## src/design/irpte_pkg.sv

```systemverilog
// Package for the IR pulse-train encoder: widths, constants and shared types.
// Used by every module of the encoder; depends on nothing.
package irpte_pkg;

	// Field and register widths
	localparam int DUR_W     = 16;
	localparam int CARRIER_W = 18;
	localparam int MAXB_W    = 8;
	localparam int BYTE_W    = 8;
	localparam int OUT_USER_W = 2;
	localparam int CFG_IDX_W = 1;

	// Register indexes on the configuration port
	localparam logic [CFG_IDX_W-1:0] REG_CARRIER_HZ = 1'd0;
	localparam logic [CFG_IDX_W-1:0] REG_MAX_BYTES  = 1'd1;

	// Register reset values and the legal carrier range
	localparam logic [CARRIER_W-1:0] CARRIER_RESET = 18'd38000;
	localparam logic [CARRIER_W-1:0] CARRIER_LOW   = 18'd25000;
	localparam logic [CARRIER_W-1:0] CARRIER_HIGH  = 18'd150000;
	localparam logic [MAXB_W-1:0]    MAXB_RESET    = 8'd150;

	// Period conversion: round(dur * carrier / 1e6), halves rounded up
	localparam int DIV_W  = 34;
	localparam int QUOT_W = 14;
	localparam logic [DIV_W-1:0] US_PER_SECOND = 34'd1000000;
	localparam logic [DIV_W-1:0] ROUND_HALF    = 34'd500000;

	// Divide by one million as a shift by 6 (1e6 = 64 * 15625), then a
	// multiply by ceil(2^42 / 15625); exact for every 28-bit dividend
	localparam int RECIP_PRE   = 6;
	localparam int RECIP_X_W   = DIV_W - RECIP_PRE;
	localparam int RECIP_M_W   = 29;
	localparam int RECIP_SHIFT = 42;
	localparam int RECIP_P_W   = RECIP_X_W + RECIP_M_W;
	localparam logic [RECIP_M_W-1:0] RECIP_M = 29'd281474977;

	// Byte packing
	localparam int PER_W = 13;
	localparam int CNT_W = 9;
	localparam logic [PER_W-1:0] BYTE_PERIODS = 13'd127;
	localparam logic [PER_W-1:0] PERIOD_CAP   = 13'd7620;
	localparam logic [CNT_W-1:0] COUNT_MAX    = 9'd511;

	// Queue depth default between front and back
	localparam int QUEUE_DEPTH_DEF = 2;

	// One classified item waiting for the back end
	typedef struct packed {
		logic [PER_W-1:0] periods;
		logic             fin;
	} irpte_entry_t;

	// Front-end sequencer states
	typedef enum logic [4:0] {
		F_IDLE = 5'b00001,
		F_MUL  = 5'b00010,
		F_RND  = 5'b00100,
		F_DIV  = 5'b01000,
		F_PUSH = 5'b10000
	} front_state_t;

endpackage

```

## src/design/irpte_front.sv

```systemverilog
// Front end of the IR pulse-train encoder: accepts durations and converts
// them to carrier period counts. Depends on irpte_pkg.
module irpte_front import irpte_pkg::*; (
	input  logic                 clk,
	input  logic                 arst_n,
	input  logic                 s_tvalid,
	output logic                 s_tready,
	input  logic [DUR_W-1:0]     s_tdata,
	input  logic                 s_tlast,
	input  logic [CARRIER_W-1:0] carrier_hz,
	output logic                 push,
	output irpte_entry_t         push_entry,
	input  logic                 full
);

	front_state_t          state_q;
	logic [DUR_W-1:0]      dur_q;
	logic                  fin_q;
	logic [DIV_W-1:0]      rem_q;
	logic [QUOT_W-1:0]     quot_q;
	logic [DIV_W-1:0]      prod;
	logic [RECIP_X_W-1:0]  scaled;
	logic [RECIP_P_W-1:0]  recip_prod;

	// Take a new duration only when the sequencer is free
	assign s_tready = (state_q == F_IDLE);

	// Product of the duration and the carrier, registered before the divider
	assign prod = DIV_W'(dur_q) * DIV_W'(carrier_hz);

	// Divide by one million: drop the factor 64, then multiply by the reciprocal
	assign scaled     = rem_q[DIV_W-1:RECIP_PRE];
	assign recip_prod = RECIP_P_W'(scaled) * RECIP_P_W'(RECIP_M);

	// Hand the saturated period count to the queue
	assign push               = (state_q == F_PUSH) && !full;
	assign push_entry.periods = (quot_q > QUOT_W'(PERIOD_CAP)) ? PERIOD_CAP
		: quot_q[PER_W-1:0];
	assign push_entry.fin     = fin_q;

	// Sequencer state
	always_ff @(posedge clk or negedge arst_n) begin
		if (!arst_n) begin
			state_q <= F_IDLE;
		end else begin
			case (state_q)
				F_IDLE: if (s_tvalid) state_q <= F_MUL;
				F_MUL:  state_q <= F_RND;
				F_RND:  state_q <= F_DIV;
				F_DIV:  state_q <= F_PUSH;
				F_PUSH: if (!full) state_q <= F_IDLE;
				default: state_q <= F_IDLE;
			endcase
		end
	end

	// Datapath registers
	always_ff @(posedge clk) begin
		case (state_q)
			F_IDLE: begin
				dur_q <= s_tdata;
				fin_q <= s_tlast;
			end
			F_MUL: rem_q <= prod;
			F_RND: rem_q <= rem_q + ROUND_HALF;
			F_DIV: quot_q <= recip_prod[RECIP_SHIFT +: QUOT_W];
			default: begin
				rem_q <= rem_q;
			end
		endcase
	end

endmodule

```

## src/design/irpte_queue.sv

```systemverilog
// Short queue between the encoder's front and back ends.
// Depends on irpte_pkg for the entry type.
module irpte_queue import irpte_pkg::*; #(
	parameter int DEPTH = QUEUE_DEPTH_DEF
) (
	input  logic         clk,
	input  logic         arst_n,
	input  logic         push,
	input  irpte_entry_t push_entry,
	output logic         full,
	input  logic         pop,
	output irpte_entry_t pop_entry,
	output logic         empty
);

	localparam int PTR_W = (DEPTH > 1) ? $clog2(DEPTH) : 1;
	localparam int FILL_W = $clog2(DEPTH + 1);

	irpte_entry_t      slot_q [DEPTH];
	logic [PTR_W-1:0]  wr_ptr_q;
	logic [PTR_W-1:0]  rd_ptr_q;
	logic [FILL_W-1:0] fill_q;

	assign full      = (fill_q == FILL_W'(DEPTH));
	assign empty     = (fill_q == '0);
	assign pop_entry = slot_q[rd_ptr_q];

	// Advance pointers and fill level
	always_ff @(posedge clk or negedge arst_n) begin
		if (!arst_n) begin
			wr_ptr_q <= '0;
			rd_ptr_q <= '0;
			fill_q   <= '0;
		end else begin
			if (push) begin
				wr_ptr_q <= (wr_ptr_q == PTR_W'(DEPTH - 1)) ? '0 : wr_ptr_q + 1'b1;
			end
			if (pop) begin
				rd_ptr_q <= (rd_ptr_q == PTR_W'(DEPTH - 1)) ? '0 : rd_ptr_q + 1'b1;
			end
			if (push && !pop) begin
				fill_q <= fill_q + 1'b1;
			end else if (pop && !push) begin
				fill_q <= fill_q - 1'b1;
			end
		end
	end

	// Store entries
	always_ff @(posedge clk) begin
		if (push) slot_q[wr_ptr_q] <= push_entry;
	end

endmodule

```

## src/design/irpte_back.sv

```systemverilog
// Back end of the IR pulse-train encoder: splits period counts into code
// bytes, tracks the space flag and frame byte count. Depends on irpte_pkg.
module irpte_back import irpte_pkg::*; (
	input  logic                  clk,
	input  logic                  arst_n,
	input  logic                  empty,
	input  irpte_entry_t          pop_entry,
	output logic                  pop,
	input  logic [MAXB_W-1:0]     max_bytes,
	output logic                  m_tvalid,
	input  logic                  m_tready,
	output logic [BYTE_W-1:0]     m_tdata,
	output logic                  m_tlast,
	output logic [OUT_USER_W-1:0] m_tuser
);

	logic                  active_q;
	logic [PER_W-1:0]      left_q;
	logic                  fin_q;
	logic                  flag_q;
	logic [CNT_W-1:0]      count_q;
	logic                  m_tvalid_q;
	logic [BYTE_W-1:0]     m_tdata_q;
	logic                  m_tlast_q;
	logic [OUT_USER_W-1:0] m_tuser_q;
	logic                  slot_free;
	logic                  emit;
	logic                  is_last;
	logic [BYTE_W-2:0]     byte_periods;
	logic [CNT_W:0]        pos;
	logic                  over;

	assign slot_free    = !m_tvalid_q || m_tready;
	assign pop          = !active_q && !empty;
	assign emit         = active_q && slot_free;
	assign is_last      = (left_q <= BYTE_PERIODS);
	assign byte_periods = is_last ? left_q[BYTE_W-2:0] : BYTE_PERIODS[BYTE_W-2:0];
	assign pos          = {1'b0, count_q} + 1'b1;
	assign over         = (pos > (CNT_W + 1)'(max_bytes));

	assign m_tvalid = m_tvalid_q;
	assign m_tdata  = m_tdata_q;
	assign m_tlast  = m_tlast_q;
	assign m_tuser  = m_tuser_q;

	// Control: load entries, step through bytes, update frame state
	always_ff @(posedge clk or negedge arst_n) begin
		if (!arst_n) begin
			active_q   <= 1'b0;
			flag_q     <= 1'b0;
			count_q    <= '0;
			m_tvalid_q <= 1'b0;
		end else begin
			if (pop) begin
				active_q <= 1'b1;
			end else if (emit && is_last) begin
				active_q <= 1'b0;
			end
			if (emit) begin
				m_tvalid_q <= 1'b1;
			end else if (m_tready) begin
				m_tvalid_q <= 1'b0;
			end
			if (emit) begin
				if (is_last && fin_q) begin
					flag_q  <= 1'b0;
					count_q <= '0;
				end else begin
					if (is_last) flag_q <= !flag_q;
					if (count_q != COUNT_MAX) count_q <= count_q + 1'b1;
				end
			end
		end
	end

	// Payload: remaining periods and the output register
	always_ff @(posedge clk) begin
		if (pop) begin
			left_q <= pop_entry.periods;
			fin_q  <= pop_entry.fin;
		end else if (emit) begin
			left_q <= left_q - BYTE_PERIODS;
		end
		if (emit) begin
			m_tdata_q <= {flag_q, byte_periods};
			m_tlast_q <= is_last;
			m_tuser_q <= {over, is_last && fin_q};
		end
	end

endmodule

```

## src/design/ir_pulse_train_encoder_core.sv

```systemverilog
// Top level of the IR pulse-train encoder: configuration registers, front
// end, queue and back end. Depends on irpte_pkg and the irpte_* modules.
//
// Channel | Direction | Handshake          | Contents
// s_*     | in        | s_tvalid/s_tready  | tdata duration_us, tlast final_duration
// m_*     | out       | m_tvalid/m_tready  | tdata code_byte, tlast run_last,
//         |           |                    | tuser frame_end, over_limit
// cfg_*   | in        | cfg_we             | index 0 carrier_hz, 1 max_bytes
//
// For each duration the front end steps through the accept, a multiply, a
// rounding add, a reciprocal multiply for the divide by one million and a
// queue push that waits on a full queue. The back end then sends one byte
// per cycle while the output is ready, 1 to 60 bytes per duration. The two
// run independently through the queue, so a stalled output only holds the
// front once the queue fills. Reset is asynchronous and needs no clearing pass.
module ir_pulse_train_encoder_core import irpte_pkg::*; #(
	parameter int QUEUE_DEPTH = QUEUE_DEPTH_DEF
) (
	input  logic                  clk,
	input  logic                  arst_n,
	input  logic                  s_tvalid,
	output logic                  s_tready,
	input  logic [DUR_W-1:0]      s_tdata,    // [15:0] duration_us
	input  logic                  s_tlast,
	output logic                  m_tvalid,
	input  logic                  m_tready,
	output logic [BYTE_W-1:0]     m_tdata,    // [7:0] code_byte
	output logic                  m_tlast,
	output logic [OUT_USER_W-1:0] m_tuser,    // [0] frame_end, [1] over_limit
	input  logic                  cfg_we,
	input  logic [CFG_IDX_W-1:0]  cfg_index,
	input  logic [CARRIER_W-1:0]  cfg_data
);

	logic [CARRIER_W-1:0] carrier_hz_q;
	logic [MAXB_W-1:0]    max_bytes_q;
	logic                 push;
	logic                 full;
	logic                 pop;
	logic                 empty;
	irpte_entry_t         push_entry;
	irpte_entry_t         pop_entry;

	// Write configuration; drop carrier values outside the legal range
	always_ff @(posedge clk or negedge arst_n) begin
		if (!arst_n) begin
			carrier_hz_q <= CARRIER_RESET;
			max_bytes_q  <= MAXB_RESET;
		end else if (cfg_we) begin
			case (cfg_index)
				REG_CARRIER_HZ: begin
					if (cfg_data >= CARRIER_LOW && cfg_data <= CARRIER_HIGH)
						carrier_hz_q <= cfg_data;
				end
				REG_MAX_BYTES: max_bytes_q <= cfg_data[MAXB_W-1:0];
				default: max_bytes_q <= max_bytes_q;
			endcase
		end
	end

	irpte_front u_front (
		.clk        (clk),
		.arst_n     (arst_n),
		.s_tvalid   (s_tvalid),
		.s_tready   (s_tready),
		.s_tdata    (s_tdata),
		.s_tlast    (s_tlast),
		.carrier_hz (carrier_hz_q),
		.push       (push),
		.push_entry (push_entry),
		.full       (full)
	);

	irpte_queue #(
		.DEPTH (QUEUE_DEPTH)
	) u_queue (
		.clk        (clk),
		.arst_n     (arst_n),
		.push       (push),
		.push_entry (push_entry),
		.full       (full),
		.pop        (pop),
		.pop_entry  (pop_entry),
		.empty      (empty)
	);

	irpte_back u_back (
		.clk       (clk),
		.arst_n    (arst_n),
		.empty     (empty),
		.pop_entry (pop_entry),
		.pop       (pop),
		.max_bytes (max_bytes_q),
		.m_tvalid  (m_tvalid),
		.m_tready  (m_tready),
		.m_tdata   (m_tdata),
		.m_tlast   (m_tlast),
		.m_tuser   (m_tuser)
	);

endmodule

```

## config.mk

```make
export PLATFORM = sky130hd
export DESIGN_NAME = ir_pulse_train_encoder_core
export DESIGN_NICKNAME = d
export VERILOG_FILES = /design/src/design/irpte_pkg.sv /design/src/design/irpte_front.sv /design/src/design/irpte_queue.sv /design/src/design/irpte_back.sv /design/src/design/ir_pulse_train_encoder_core.sv
export SDC_FILE = /design/constraint.sdc
export NUM_CORES = 2
export LEC_CHECK = 0
export ABC_AREA = 1
export BUFFER_PORTS_ARGS = -buffer_cell sky130_fd_sc_hd__buf_2
export CORE_MARGIN = 4
export CORE_UTILIZATION = 35
export DETAILED_ROUTE_END_ITERATION = 12
export RECOVER_POWER = 50
export SYNTH_ARGS = -nofsm -noshare
export SYNTH_HDL_FRONTEND = slang
export SYNTH_SLANG_ARGS = --single-unit
```

## constraint.sdc

```tcl
create_clock -name clk -period 8 [get_ports clk]
set_input_delay 0.8 -clock clk [delete_from_list [all_inputs] [get_ports clk]]
set_output_delay 0.8 -clock clk [all_outputs]
set_load 0.03 [all_outputs]
```

==> impl_metrics.json <==
{
  "run_status": "finished with violations",
  "violations_in_the_final_reports": "max-capacitance violations, max-slew violations",
  "min_path_type": "reg2reg",
  "cp_num_cells": 22,
  "timing.critical_path.max_delay_family": "adder cells",
  "worst_pin_slew_ns": 2.58,
  "synth_cells": 3717,
  "worst_ep_arrival_time_ns": 6.81,
  "globalRouteOverflowTotal": 0,
  "setup_viol_count_final": 0,
  "postCtsSetupRepairBufs": 0,
  "post-synth-top-count-cell": "sky130_fd_sc_hd__inv_1",
  "period_minus_slack_ns": 6.55,
  "post_cts_resize_count": 0,
  "synth_seq_cells": 160,
  "synth_largest_area_cell": "sky130_fd_sc_hd__fa_1",
  "timing_worst_setup_path_type": "reg2reg",
  "via_count_of_the_first_global_routing_pass": 23700,
  "seq_area_sq_um": 4580,
  "sequence_of_cells_on_the_critical_path": "inv_1 > fa_1 > inv_1 > fa_1 > fa_1 > inv_1 > fa_1 > inv_1 > fa_1 > fa_1 > inv_1 > fa_1 > inv_1 > ha_1 > nand2_1 > inv_1 > nand2_1 > nor2_1 > nor4b_1 > nand2_1 > nand4_1 > nand2_1",
  "wire_per_inst_microns": 16.7,
  "clock_sinks": 160,
  "grt_antenna_before_repair": 0,
  "ctsLongestPathBuffers": 2,
  "initial_core_util_pct": 35.5,
  "ff2ff_path_depth": 22,
  "required_ns": 8.26,
  "cts_buffers": 17,
  "synth.top_cell.area_share_pct": 31.4,
  "route.antenna.remaining_nets": 0,
  "core_region_area_sq_um": 85800,
  "remaining_design_rule_violation_count": 0,
  "place.port_buffers": 53,
  "maxCapViolCount": 2,
  "std_cell_rows": 107,
  "crit_buf_inv": 7,
  "place_congestion": 0.960,
  "clk-insertion-delay-late_ns": 0.50,
  "detailroute.via_count": 23400,
  "synth.avg_cell_area_sq_um": 8.20,
  "synth-async-reset-ratio_pct": 29.4,
  "critical-path-max-stage-delay_ns": 0.63,
  "synth_fp_nets": 4635,
  "clk_transition_reported_paths_ns": 0.09,
  "tritoncts": "done",
  "boundaryPins": 54,
  "synth.cell_area_sq_um": 30500,
  "total_negative_setup_slack_ns": 0,
  "final_nets": 4637,
  "synth.yosys.warnings": 0,
  "slew_headroom_pct": -72.0,
  "grt_start_max_net_pins": 48,
  "root_buffer_selected_by_cts": "sky130_fd_sc_hd__clkbuf_16",
  "viasPerCell": 4.79,
  "achievable-frequency_mhz": 153,
  "n_antenna_cell": 0,
  "grt_setup_unrepaired": "no",
  "seq_area_frac_synth_pct": 15.0,
  "areaGrowthSynthToFinish_pct": 6.64,
  "synth_ff_type": "sky130_fd_sc_hd__edfxtp_1",
  "multi_input_area_sq_um": 21500,
  "timing.hold.worst_path_depth": 0,
  "critPathCaptureType": "flop",
  "synth.top_cells.by_count": "sky130_fd_sc_hd__inv_1 (1,064), sky130_fd_sc_hd__nand2_1 (791), sky130_fd_sc_hd__fa_1 (478), sky130_fd_sc_hd__ha_1 (399), sky130_fd_sc_hd__nor2_1 (173)",
  "post_synth_main_area_contributors": "sky130_fd_sc_hd__fa_1 (31%), sky130_fd_sc_hd__ha_1 (16%), sky130_fd_sc_hd__inv_1 (13%)",
  "postRouteWirelength_mm": 81.4,
  "hold_slack_ns": 0.478,
  "post-dp-hpwl_mm": 69.2,
  "die-area_sq_um": 91800,
  "ctsHtreeMaxLevel": 4,
  "worst_path_max_delay_cell": "sky130_fd_sc_hd__fa_1",
  "setup.worst_path.start_class": "flop",
  "global_route.usage.total_pct": 18.6,
  "floorplan.die.width_microns": 303,
  "synth.distinct_cells": 57,
  "worst-path-max-fanout": 7,
  "die_height_microns": 303,
  "cts_hold_buffers": 0,
  "finClkSkew_ns": 0.0176,
  "grt_first_pass_wirelength_mm": 133,
  "fillers": 8879,
  "synth_edf_count": 113,
  "final_layout_size_suffix_gt1_share_pct": 3.72,
  "drt_first_pass_iters": 6,
  "final-hold-violation-count": 0,
  "report.final.slew_viol_count": 78,
  "drt_first_iter_violations": 1470,
  "part_of_the_cycle_the_worst_path_needs_pct": 81.9
}
layer usage:
metal  wire [microns]  GRT usage, %  up-vias
met2            36500          28.9      592
met4             1050          3.54        0
met3             4850          2.87       66
met5                0             0        -
met1            39000          27.6    11500
li1                 -             -    11200
sequential cells by signal, indices dropped and copies added, names as in the netlist, 2 cells and up:
signal / count
u_back.left_q: 13
u_queue.fill_q: 2
carrier_hz_q: 18
u_back.m_tuser: 2
u_front.rem_q: 29
u_front.dur_q: 16
u_back.count_q: 9
u_queue.slot_q: 28
u_front.state_q: 5
max_bytes_q: 8
u_back.m_tdata: 8
u_front.quot_q: 14
final cells by class:
type	instances	share of cell area, %
inverter	1067	12.3
clock inverter	15	0.570
timing repair buffer	68	1.08
clock buffer	17	1.31
tap	1144	4.41
sequential	160	14.1
multi-input combinational	2405	66.2
cells in the final DEF, fill, tap and decap left out, types with 2 or more instances in the layout:
master	instances
sky130_fd_sc_hd__edfxtp_1	113
sky130_fd_sc_hd__nand2_2	2
sky130_fd_sc_hd__nor2_1	173
sky130_fd_sc_hd__o31ai_1	2
sky130_fd_sc_hd__a21oi_1	132
sky130_fd_sc_hd__o21ai_2	9
sky130_fd_sc_hd__nand4_1	32
sky130_fd_sc_hd__o21a_1	7
sky130_fd_sc_hd__o21ai_0	101
sky130_fd_sc_hd__inv_6	3
sky130_fd_sc_hd__o21ai_1	9
sky130_fd_sc_hd__nand2_1	793
sky130_fd_sc_hd__a31oi_1	10
sky130_fd_sc_hd__clkbuf_16	17
sky130_fd_sc_hd__dfrtp_1	36
sky130_fd_sc_hd__dfstp_2	11
sky130_fd_sc_hd__clkbuf_1	9
sky130_fd_sc_hd__nand3b_1	7
sky130_fd_sc_hd__a21boi_0	3
sky130_fd_sc_hd__nor4b_1	2
sky130_fd_sc_hd__clkinv_8	6
sky130_fd_sc_hd__nand3_1	105
sky130_fd_sc_hd__xor2_1	27
sky130_fd_sc_hd__o22ai_1	2
sky130_fd_sc_hd__inv_8	4
sky130_fd_sc_hd__xnor2_1	12
sky130_fd_sc_hd__inv_1	1066
sky130_fd_sc_hd__buf_2	50
sky130_fd_sc_hd__nor3_1	28
sky130_fd_sc_hd__ha_1	399
sky130_fd_sc_hd__o21bai_1	20
sky130_fd_sc_hd__fa_1	478
sky130_fd_sc_hd__nor4_1	12
sky130_fd_sc_hd__a21o_1	7
sky130_fd_sc_hd__buf_4	9
sky130_fd_sc_hd__or2_2	14
worst register-to-register path, cell delays in order (launching register included):
cell and delay [ns]:
sky130_fd_sc_hd__edfxtp_1 0.54, sky130_fd_sc_hd__inv_1 0.30, sky130_fd_sc_hd__fa_1 0.63, sky130_fd_sc_hd__inv_1 0.11, sky130_fd_sc_hd__fa_1 0.45, sky130_fd_sc_hd__fa_1 0.56, sky130_fd_sc_hd__inv_1 0.07, sky130_fd_sc_hd__fa_1 0.50
sky130_fd_sc_hd__inv_1 0.06, sky130_fd_sc_hd__fa_1 0.49, sky130_fd_sc_hd__fa_1 0.49, sky130_fd_sc_hd__inv_1 0.06, sky130_fd_sc_hd__fa_1 0.53, sky130_fd_sc_hd__inv_1 0.04, sky130_fd_sc_hd__ha_1 0.30, sky130_fd_sc_hd__nand2_1 0.08
sky130_fd_sc_hd__inv_1 0.07, sky130_fd_sc_hd__nand2_1 0.11, sky130_fd_sc_hd__nor2_1 0.26, sky130_fd_sc_hd__nor4b_1 0.36, sky130_fd_sc_hd__nand2_1 0.14, sky130_fd_sc_hd__nand4_1 0.10, sky130_fd_sc_hd__nand2_1 0.06
per-stage QoR:
stage	util, %	cells	setup slack (ns)	instance area [sq um]
global route	37.9	4876	1.15	32500
finish	37.9	4876	1.45	32500
detailed placement	37.2	4844	1.54	31900
global placement	37.2	4844	1.54	31900
floorplan	-	3717	2.22	30500
CTS	37.9	4876	1.48	32500
path summary, 6_finish.rpt:
path	from	endpoint	slack [ns]
max in group asynchronous	arst_n	carrier_hz_q[1]$_DFFE_PN0P_	5.34
max reg2reg	u_front.rem_q[18]$_DFFE_PP_	u_front.quot_q[11]$_DFFE_PP_	1.45
min in group asynchronous	arst_n	carrier_hz_q[14]$_DFFE_PN0P_	1.20
max	u_front.rem_q[18]$_DFFE_PP_	u_front.quot_q[11]$_DFFE_PP_	1.45
min reg2reg	u_back.flag_q$_DFFE_PN0P_	u_back.m_tdata[7]$_DFFE_PP_	0.48
min	u_back.flag_q$_DFFE_PN0P_	u_back.m_tdata[7]$_DFFE_PP_	0.48
kinds of logic (layout without fill, tap and decap cells):
kind of cell | Yosys count | after routing | synth area share, %
adder cells (fa/ha/maj) | 877 | 877 | 47.8
flip-flops | 160 | 160 | 15.0
AND/OR/NAND/NOR | 1178 | 1178 | 15.9
XOR/XNOR | 39 | 39 | 1.12
AO/OA/AOI/OAI | 310 | 310 | 5.74
multiplexers | 1 | 1 | 0.0370
buffers and inverters | 1152 | 1167 | 14.3
Power is not shown: default switching activity piles up to over one toggle a cycle in this logic, so the estimate is an artifact.
